## config.mk

```make
export PLATFORM = sky130hd
export DESIGN_NAME = debug_packet_deframer
export DESIGN_NICKNAME = d
export VERILOG_FILES = /design/src/rtl/dpd_pkg.sv /design/src/rtl/debug_packet_deframer.sv
export SDC_FILE = /design/constraint.sdc
export NUM_CORES = 1
export LEC_CHECK = 0
export BUFFER_PORTS_ARGS = -buffer_cell sky130_fd_sc_hd__buf_2
export CORE_MARGIN = 2
export CORE_UTILIZATION = 59
export DETAILED_ROUTE_END_ITERATION = 12
export PLACE_DENSITY = 0.77
export SLEW_MARGIN = 20
export SYNTH_ARGS = -nofsm -noshare
export SYNTH_HDL_FRONTEND = slang
export SYNTH_SLANG_ARGS = --single-unit
export TNS_END_PERCENT = 30
```

## constraint.sdc

```tcl
create_clock -name i_clk -period 4.9 [get_ports i_clk]
set_clock_uncertainty 0.05 [all_clocks]
set_input_delay 0.98 -clock i_clk [delete_from_list [all_inputs] [get_ports i_clk]]
set_output_delay 0.98 -clock i_clk [all_outputs]
set_load 0.01 [all_outputs]
```

## src/rtl/dpd_pkg.sv

```systemverilog
// ----------------------------------------------------------------------------
// dpd_pkg
// Types, codes and helpers for the debug link packet deframer.
// ----------------------------------------------------------------------------
package dpd_pkg;

    // receive buffer size in bytes; at most MESSAGE_BUFFER-1 bytes are kept
    localparam int MESSAGE_BUFFER = 2048;
    localparam int KEPT_W         = $clog2(MESSAGE_BUFFER);
    localparam logic [KEPT_W-1:0] KEEP_LIMIT = KEPT_W'(MESSAGE_BUFFER - 1);

    // link characters
    localparam logic [7:0] CH_BREAK  = 8'h03;
    localparam logic [7:0] CH_START  = 8'h24;  // '$'
    localparam logic [7:0] CH_END    = 8'h23;  // '#'
    localparam logic [7:0] CH_ESCAPE = 8'h7d;  // '}'
    localparam logic [7:0] ESC_XOR   = 8'h20;

    // parser phase
    typedef enum logic [2:0] {
        PH_IDLE = 3'd0,
        PH_BODY = 3'd1,
        PH_ESC  = 3'd2,
        PH_HEX1 = 3'd3,
        PH_HEX2 = 3'd4
    } t_phase;

    // result kind
    typedef enum logic [1:0] {
        EV_PAYLOAD = 2'd0,
        EV_END     = 2'd1,
        EV_BREAK   = 2'd2
    } t_event_kind;

    // reply to send at packet end
    typedef enum logic [1:0] {
        ACK_NONE = 2'd0,
        ACK_POS  = 2'd1,
        ACK_NEG  = 2'd2
    } t_ack;

    // one result word
    typedef struct packed {
        t_event_kind event_kind;
        logic [7:0]  payload_byte;
        logic        checksum_good;
        t_ack        reply_ack;
        logic [10:0] payload_length;
        logic        truncated;
        logic        last;
    } t_result;

    // hex digit decode: bit 4 set when the character is a hex digit
    function automatic logic [4:0] hex_value(input logic [7:0] c);
        logic [4:0] v;
        v = 5'd0;
        if (c >= 8'h30 && c <= 8'h39) begin
            v = {1'b1, 4'(c - 8'h30)};
        end else if (c >= 8'h61 && c <= 8'h66) begin
            v = {1'b1, 4'(c - 8'h57)};
        end else if (c >= 8'h41 && c <= 8'h46) begin
            v = {1'b1, 4'(c - 8'h37)};
        end
        return v;
    endfunction

endpackage

```

## src/rtl/debug_packet_deframer.sv

```systemverilog
// ----------------------------------------------------------------------------
// debug_packet_deframer
// Byte-serial deframer for a remote debug link: finds '$' ... '#xx' packets,
// undoes '}' escapes, checks the 8-bit sum and reports break requests.
// ----------------------------------------------------------------------------
// Usage:
//   Input channel: i_valid / o_stall carry one received byte (i_rx_byte) per
//   word. A word is taken at a rising edge with i_valid high and o_stall low.
//   Output channel: o_valid / i_stall carry one result word: a decoded
//   payload byte, a packet end (verdict, ack to send, kept length, truncated)
//   or a break request. Framing bytes and idle noise give no result word.
//   Each result is registered. Throughput: one byte per cycle while o_stall
//   is low; the parser state updates in the same cycle the byte is taken,
//   so back-to-back bytes need no gap.
//   A two-entry output buffer (result register plus skid register) sits
//   between the channels: bytes keep flowing while one result waits, and
//   o_stall rises only when both entries hold results; it depends on a
//   register, never on i_stall.
//   Reset (i_rst_n low, synchronous) empties the buffer, returns the parser
//   to idle and clears no-ack mode. i_cfg_wr_en writes no-ack mode; write it
//   only while the block is idle.
// ----------------------------------------------------------------------------
module debug_packet_deframer
    import dpd_pkg::*;
(
    input  logic        i_clk,
    input  logic        i_rst_n,
    // configuration
    input  logic        i_cfg_wr_en,
    input  logic        i_cfg_wr_data,
    // received bytes
    input  logic        i_valid,
    output logic        o_stall,
    input  logic [7:0]  i_rx_byte,
    // result words
    output logic        o_valid,
    input  logic        i_stall,
    output logic [1:0]  o_event_kind,
    output logic [7:0]  o_payload_byte,
    output logic        o_checksum_good,
    output logic [1:0]  o_reply_ack,
    output logic [10:0] o_payload_length,
    output logic        o_truncated,
    output logic        o_last
);

    // parser state
    t_phase             r_phase,  n_phase;
    logic [7:0]         r_sum,    n_sum;
    logic [4:0]         r_high,   n_high;
    logic [KEPT_W-1:0]  r_kept,   n_kept;
    logic               r_ovf,    n_ovf;
    logic               r_no_ack;

    // output buffer
    logic               r_out_valid, n_out_valid;
    logic               r_skid_valid, n_skid_valid;
    t_result            r_out, n_out;
    t_result            r_skid, n_skid;

    logic               accept;
    logic               res_valid;
    t_result            res;
    logic               keep_req;
    logic [7:0]         keep_byte;
    logic [4:0]         lo_digit;
    logic               good;

    assign accept   = i_valid && !r_skid_valid;
    assign o_stall  = r_skid_valid;
    assign lo_digit = hex_value(i_rx_byte);
    assign good     = r_high[4] && lo_digit[4] && ({r_high[3:0], lo_digit[3:0]} == r_sum);

    // per-byte parser
    always_comb begin
        n_phase   = r_phase;
        n_sum     = r_sum;
        n_high    = r_high;
        n_kept    = r_kept;
        n_ovf     = r_ovf;
        keep_req  = 1'b0;
        keep_byte = i_rx_byte;
        res_valid = 1'b0;
        res       = '0;
        res.event_kind = EV_PAYLOAD;
        res.reply_ack  = ACK_NONE;

        case (r_phase)
            PH_BODY: begin
                if (i_rx_byte == CH_END) begin
                    n_phase = PH_HEX1;
                end else begin
                    n_sum = r_sum + i_rx_byte;
                    if (i_rx_byte == CH_ESCAPE) begin
                        n_phase = PH_ESC;
                    end else begin
                        keep_req = 1'b1;
                    end
                end
            end
            PH_ESC: begin
                keep_req = 1'b1;
                if (i_rx_byte == CH_END) begin
                    // escape right before the end mark stays a literal '}'
                    n_phase   = PH_HEX1;
                    keep_byte = CH_ESCAPE;
                end else begin
                    n_sum     = r_sum + i_rx_byte;
                    n_phase   = PH_BODY;
                    keep_byte = i_rx_byte ^ ESC_XOR;
                end
            end
            PH_HEX1: begin
                n_high  = lo_digit;
                n_phase = PH_HEX2;
            end
            PH_HEX2: begin
                res_valid          = 1'b1;
                res.event_kind     = EV_END;
                res.checksum_good  = good;
                res.reply_ack      = good ? (r_no_ack ? ACK_NONE : ACK_POS) : ACK_NEG;
                res.payload_length = 11'(r_kept);
                res.truncated      = r_ovf;
                res.last           = 1'b1;
                n_phase            = PH_IDLE;
                n_high             = 5'd0;
            end
            default: begin
                n_phase = PH_IDLE;
                if (i_rx_byte == CH_BREAK) begin
                    res_valid      = 1'b1;
                    res.event_kind = EV_BREAK;
                    res.last       = 1'b1;
                end else if (i_rx_byte == CH_START) begin
                    n_sum   = 8'd0;
                    n_kept  = '0;
                    n_ovf   = 1'b0;
                    n_high  = 5'd0;
                    n_phase = PH_BODY;
                end
            end
        endcase

        // keep the decoded byte while the buffer has room
        if (keep_req) begin
            if (r_kept < KEEP_LIMIT) begin
                n_kept           = r_kept + 1'b1;
                res_valid        = 1'b1;
                res.payload_byte = keep_byte;
            end else begin
                n_ovf = 1'b1;
            end
        end
    end

    // output buffer steering
    always_comb begin
        n_out        = r_out;
        n_skid       = r_skid;
        n_out_valid  = r_out_valid;
        n_skid_valid = r_skid_valid;
        if (!r_out_valid || !i_stall) begin
            if (r_skid_valid) begin
                n_out        = r_skid;
                n_out_valid  = 1'b1;
                n_skid_valid = 1'b0;
            end else if (accept && res_valid) begin
                n_out       = res;
                n_out_valid = 1'b1;
            end else begin
                n_out_valid = 1'b0;
            end
        end else if (accept && res_valid) begin
            n_skid       = res;
            n_skid_valid = 1'b1;
        end
    end

    // control registers
    always_ff @(posedge i_clk) begin
        if (!i_rst_n) begin
            r_phase      <= PH_IDLE;
            r_sum        <= 8'd0;
            r_high       <= 5'd0;
            r_kept       <= '0;
            r_ovf        <= 1'b0;
            r_no_ack     <= 1'b0;
            r_out_valid  <= 1'b0;
            r_skid_valid <= 1'b0;
        end else begin
            if (accept) begin
                r_phase <= n_phase;
                r_sum   <= n_sum;
                r_high  <= n_high;
                r_kept  <= n_kept;
                r_ovf   <= n_ovf;
            end
            if (i_cfg_wr_en) begin
                r_no_ack <= i_cfg_wr_data;
            end
            r_out_valid  <= n_out_valid;
            r_skid_valid <= n_skid_valid;
        end
    end

    // result payload registers
    always_ff @(posedge i_clk) begin
        r_out  <= n_out;
        r_skid <= n_skid;
    end

    assign o_valid          = r_out_valid;
    assign o_event_kind     = r_out.event_kind;
    assign o_payload_byte   = r_out.payload_byte;
    assign o_checksum_good  = r_out.checksum_good;
    assign o_reply_ack      = r_out.reply_ack;
    assign o_payload_length = r_out.payload_length;
    assign o_truncated      = r_out.truncated;
    assign o_last           = r_out.last;

endmodule

```

==> results.py, run 1 <==
metrics = {
    "run_status": {
        "status": "finished, final reports clean",
    },
    "floorplanning": {
        "die_y_um": 90.1,
        "placementRows": 31,
        "io_pins": 42,
        "die_w_um": 90.1,
        "core_area_sq_um": 7210,
        "start_util_pct": 60.7,
        "dieArea_sq_um": 8130,
    },
    "drt": {
        "via_per_inst": 6.11,
        "ant_nets": 0,
        "vias": 3316,
        "drt_wl_total_um": 9210,
        "wl_per_cell_um": 17.0,
        "first_iter_violations": 276,
        "first_pass_iters": 5,
        "post-route-drc-count": 0,
    },
    "power": {
        "internal_power_uw": 1070,
        "power_switching_uw": 390,
        "p_leak_uw": 0.00181,
        "seqPwrFrac_pct": 53.0,
        "switching_share_pct": 26.8,
        "pwr-share-clk_pct": 35.9,
        "powerDensity_nw_per_um2": 300,
        "ir_worst_vdd_v": 0.000137,
        "combinationalPowerShare_pct": 11.1,
    },
    "yosys": {
        "postSynthCellCount": 408,
        "synth_cell_types": 68,
        "syn_nets": 434,
        "ys_seq_elements": 83,
        "yosysWarnings": 0,
        "synth_ff_type": "edfxtp_1",
        "synth_edf_count": 52,
        "synthArstFlopShare_pct": 0,
        "syn_area_per_cell_sq_um": 10.7,
        "seq_area_frac_synth_pct": 49.8,
        "synth_area_sq_um": 4380,
    },
    "sta": {
        "fin_crit_ns": 3.43,
        "period_share_pct": 70.1,
        "setup_viol": 0,
        "final_hold_viol_count": 0,
        "rsz0062_at_grt": "no",
        "whs_ns": 0.459,
        "slew_headroom_pct": 41.9,
        "slew_viol_final": 0,
        "fmax_ghz": 0.291,
        "finalSetupTns_ns": 0,
        "max_slew.worst_pin.slew_ns": 0.865,
    },
    "place": {
        "port_buffers": 41,
        "dp_hpwl_um": 6360,
        "gp_congestion": 0.907,
    },
    "final_layout": {
        "antennaDiodeCount": 0,
        "fillers": 568,
        "final_nets": 465,
        "multi_input_area_sq_um": 2060,
        "area_growth_syn_to_layout_pct": 10.8,
        "seq_area_sq_um": 2180,
        "drive_above_1_share_pct": 21.8,
    },
    "clocking": {
        "clk_pin_slew_ns": 0.09,
        "clock-sinks": 83,
        "post_cts.repair.setup_buffers": 0,
        "cts_buffers": 9,
        "clkLatencyLatePin_ns": 0.38,
        "htreeDepth": 3,
        "ctsHoldBuffers": 0,
        "cts_buffer_depth": 2,
        "cts_root_buffer": "clkbuf_8",
        "cts_tree": "yes",
        "cts-resized-gates": 0,
    },
    "worst_setup_path": {
        "path_max_fanout": 22,
        "worstPathRequired_ns": 4.90,
        "cp-start-kind": "input port",
        "crit_arrival_ns": 3.44,
        "critPathKind": "in2reg",
        "rrSetupSlack_ns": 1.78,
        "worst_setup_path_end_kind": "flip-flop",
        "worst_r2r_path_depth": 6,
    },
    "hold_path": {
        "hold_depth": 2,
        "hold_path.class": "reg2reg",
    },
    "global_routing": {
        "overflow": 0,
        "grt_max_degree": 37,
        "grt_pass1_vias": 3099,
        "antenna_found_initial": 0,
        "grt_first_pass_wirelength_um": 15600,
        "track_usage_pct": 24.0,
    },
    "run": {
        "drv_cap": 0,
    },
}
==> metrics by stage <==
| stage | cells | total power [uW] | cell area (sq um) | utilization [%] | worst slack (ns) |
|---|---|---|---|---|---|
| after detailed placement | 527 | 945 | 4640 | 64.3 | 1.12 |
| after global placement | 527 | 940 | 4640 | 64.3 | 1.24 |
| after CTS | 543 | 1450 | 4850 | 67.2 | 1.49 |
| final | 543 | 1450 | 4850 | 67.2 | 1.47 |
| after global routing | 543 | 1500 | 4850 | 67.2 | 1.28 |
| after floorplan | 408 | 899 | 4380 | - | 0.429 |
==> critical path: stages <==
cell	delay, ns
buf_2	0.17
ha_1	0.27
nor2b_1	0.21
and3_1	0.23
o22ai_1	0.64
a21o_1	0.21
nor3b_2	0.35
buf_4	0.36
==> final cells by class <==
class                      instances  share of cell area, %
sequential                        83                   45.0
multi-input combinational        288                   42.4
timing repair buffer              45                   4.85
clock buffer                       9                   2.55
tap                               99                   2.55
clock inverter                     7                   1.73
inverter                          12                  0.929
==> Yosys cell counts, types with 3 or more instances <==
cell type  instances  share of area, %
edfxtp_1          52                36
o21a_1             6               1.0
nand2b_1           5              0.71
nand4_1            3              0.43
a21boi_1           5              0.86
xor2_1             5               1.0
clkbuf_1          18               1.5
dfxtp_1           31                14
a22oi_1            7               1.2
inv_1             12               1.0
and2_1             5              0.71
buf_2              5              0.57
nor2b_1           18               2.6
nor3_1            13               1.5
ha_1              11               3.1
a21oi_1           14               1.6
nand3b_1           4              0.69
nand4b_1           4              0.80
a2111oi_0          3              0.60
and3_1            16               2.3
mux2i_1            3              0.69
nand2_1           29               2.5
o21ai_0           13               1.5
nor3b_1            7               1.2
o21ai_1            5              0.57
o22ai_1            3              0.43
nand3_1           14               1.6
a31oi_1            4              0.57
mux2_2            24               6.2
nor2_1            19               1.6
xnor2_1            5               1.0
==> flip-flops by register name, indices dropped and copies added (netlist names), 2 cells and up <==
signal and count:
o_event_kind 2, o_payload_byte 8, o_payload_length 11, o_reply_ack 2, r_high 5, r_kept 11, r_phase 3, r_skid 26
r_sum 8
==> layer usage <==
metal	routed length, um	up-vias	part of all wire [%]	GRT usage (%)
li1	-	1596	-	-
met1	4360	1597	47	35.1
met2	4140	107	45	36.0
met3	557	16	6.0	3.86
met4	153	0	1.7	9.23
met5	0	-	0	0
==> worst paths after layout <==
kind	start	end
setup / recovery	i_rx_byte[0]	r_skid[20]$_DFFE_PP_
setup reg to reg	r_phase[2]$_SDFFE_PN0P_	r_skid[20]$_DFFE_PP_
hold reg to reg	r_sum[7]$_SDFFE_PN0P_	r_sum[7]$_SDFFE_PN0P_
hold / removal	r_sum[7]$_SDFFE_PN0P_	r_sum[7]$_SDFFE_PN0P_
==> power by group through the flow <==
stage          registers, uW  clock network [uW]  logic (uW)
2_1_floorplan            788                   0         111
3_3_place_gp             786                   0         154
3_5_place_dp             787                   0         159
4_1_cts                  771                 524         160
5_1_grt                  774                 548         179
6_report                 771                 522         162
==> cells in the final DEF, fill, tap and decap left out, drive strengths merged, types with 7 or more instances in the layout <==
cell type	instances
o21ai	18
nor3	13
nor3b	7
nor2	19
inv	15
a21oi	15
nand2	29
buf	45
a22oi	7
edfxtp	52
a21boi	7
dfxtp	31
nand3	14
mux2	25
clkbuf	9
ha	11
nor2b	18
and3	16
==> kinds of logic after synthesis <==
group | Yosys count | share of synthesized area (%)
fa+ha+maj | 12 | 3.60
xor+xnor | 11 | 2.37
simple gates | 151 | 19.8
flops | 83 | 49.8
mux | 28 | 7.12
buf+inv | 37 | 3.40
compound gates | 86 | 13.9
Note: power is estimated with default switching activity, not from simulation.
==> run 2, diff against run 1 <==
clock period = 3.4 ns   (was 4.9 ns; I/O delays follow)
==> run 2 against run 1 <==
  * Via count about the same
  * Routed wire length down 0.68%
  * Non-clock buffer count up 5
  * Critical path type unchanged
  * Critical endpoint is now o_payload_length[10]$_DFFE_PP_
  * Largest cell class unchanged
==> results.py, run 2 (synthesis gave the netlist of run 1 again) <==
metrics = {
    "clocking": {
        "htreeDepth": 3,
        "post_cts.repair.setup_buffers": 0,
        "cts_buffer_depth": 2,
        "clock-sinks": 83,
        "clkLatencyLatePin_ns": 0.36,
        "cts-resized-gates": 0,
        "ctsHoldBuffers": 0,
        "clk_pin_slew_ns": 0.08,
        "cts_buffers": 9,
        "cts_tree": "yes",
        "cts_root_buffer": "clkbuf_8",
    },
    "power": {
        "ir_worst_vdd_v": 0.000238,
        "powerDensity_nw_per_um2": 423,
        "p_leak_uw": 0.00183,
        "power.total_uw": 2070,
    },
    "global_routing": {
        "grt_first_pass_wirelength_um": 15600,
        "overflow": 0,
        "track_usage_pct": 23.8,
        "grtUsageMet2_pct": 38.5,
        "grt_use_met3_pct": 4.27,
        "grt_pass1_vias": 3167,
        "grt_max_degree": 37,
        "met1_usage_pct": 33.4,
        "antenna_found_initial": 0,
        "grt.busiest_layer": "met2",
    },
    "sta": {
        "setup_viol": 0,
        "finalSetupTns_ns": 0,
        "fin_ws_ns": 0.536,
        "rsz0062_at_grt": "no",
        "slew_viol_final": 0,
        "period_share_pct": 84.2,
        "fmax_ghz": 0.349,
        "fin_crit_ns": 2.86,
        "whs_ns": 0.455,
        "final_hold_viol_count": 0,
        "slew_headroom_pct": 48.1,
        "max_slew.worst_pin.slew_ns": 0.777,
    },
    "final_layout": {
        "final_nets": 470,
        "regMostFlops": "r_skid",
        "fillers": 558,
        "mostFrequentLayoutCells": "52 x edfxtp_1, 41 x buf_2, 31 x dfxtp_1, 29 x nand2_1, 24 x mux2_2",
        "largest_reg_flops": 26,
        "antennaDiodeCount": 0,
        "drive_above_1_share_pct": 22.5,
        "mostFrequentLayoutCell": "edfxtp_1",
        "area_growth_syn_to_layout_pct": 11.6,
        "finish.utilization_pct": 67.7,
    },
    "run": {
        "drv_cap": 0,
    },
    "drt": {
        "first_pass_iters": 5,
        "post-route-drc-count": 0,
        "via_per_inst": 6.05,
        "wl_per_cell_um": 16.7,
        "drt_wl_total_um": 9150,
        "vias": 3317,
        "first_iter_violations": 252,
        "ant_nets": 0,
    },
    "run_status": {
        "status": "finished, final reports clean",
    },
    "worst_setup_path": {
        "path_max_fanout": 21,
        "worstPathRequired_ns": 3.39,
        "crit_buf_inv": 2,
        "crit_chain": "buf_2 > ha_1 > nor2b_1 > a41oi_1 > nor2_1 > a21o_1 > a21oi_1 > a21oi_2 > buf_4",
        "critPathKind": "in2reg",
        "worst_setup_path_end_kind": "flip-flop",
        "crit_arrival_ns": 2.86,
        "cpPeakStageDelay_ns": 0.42,
        "cp_slowest_cell": "nor2b_1",
        "crit_family": "compound AO/OA/AOI/OAI gates",
        "cp-start-kind": "input port",
    },
    "place": {
        "port_buffers": 41,
        "dp_hpwl_um": 6500,
        "pre_cts_ws_ns": 0.244,
        "gp_congestion": 0.856,
    },
    "floorplanning": {
        "start_util_pct": 60.7,
        "die_w_um": 90.1,
        "dieArea_sq_um": 8130,
        "die_y_um": 90.1,
        "placementRows": 31,
        "io_pins": 42,
        "core_area_sq_um": 7210,
    },
    "hold_path": {
        "hold_path.class": "reg2reg",
    },
}
-- run 2: changes by cell type in the layout (fill, tap and decap cells not counted), sizes merged --
cell | previous run | this run
buf | 45 | 50
clkinvlp | 1 | 2
inv | 15 | 14
-- run 2: per-stage QoR --
| step | instances | area, sq um |
|---|---|---|
| 6_report | 548 | 4880 |
| 5_1_grt | 548 | 4880 |
| 4_1_cts | 548 | 4880 |
| 3_5_place_dp | 532 | 4690 |
| 3_3_place_gp | 532 | 4690 |
| 2_1_floorplan | 408 | 4380 |
-- run 2: tightest hold or removal path, cell delays in order, from the launching register on --
cell	delay (ns)
dfxtp_1	0.34
nand2_1	0.06
a21boi_1	0.05
-- run 2: report_power, final --
group / internal (uW) / leakage, uW / total, uW / switching (uW)
Clock: 343 / 0.0000939 / 717 / 374
Combinational: 95.8 / 0.00102 / 239 / 143
Sequential: 1090 / 0.000719 / 1110 / 17.7
-- run 2: final cells by class --
| type | instances | area [sq um] | share of cell area [%] |
|---|---|---|---|
| Sequential cell | 83 | 2180 | 44.7 |
| Clock inverter | 7 | 75.1 | 1.54 |
| Inverter | 12 | 45.0 | 0.922 |
| Clock buffer | 9 | 124 | 2.54 |
| Timing Repair Buffer | 50 | 273 | 5.58 |
| Multi-Input combinational cell | 288 | 2060 | 42.2 |
| Tap cell | 99 | 124 | 2.54 |
-- run 2: metal layers --
layer  part of all wire, %  routed length (um)  vias up
li1                      -                   -     1595
met1                    47                4280     1601
met2                    47                4260      111
met3                   5.5                 500       10
met4                   1.1                 104        0
met5                     0                   0        -
-- run 2: worst paths after layout --
| kind | from | to | slack (ns) | cells after the start |
|---|---|---|---|---|
| hold / removal | r_sum[7]$_SDFFE_PN0P_ | r_sum[7]$_SDFFE_PN0P_ | 0.46 | 2 |
| setup / recovery | i_rx_byte[0] | o_payload_length[10]$_DFFE_PP_ | 0.54 | 9 |
| setup reg to reg | r_phase[2]$_SDFFE_PN0P_ | o_payload_length[10]$_DFFE_PP_ | 0.65 | 7 |
| hold reg to reg | r_sum[7]$_SDFFE_PN0P_ | r_sum[7]$_SDFFE_PN0P_ | 0.46 | 2 |
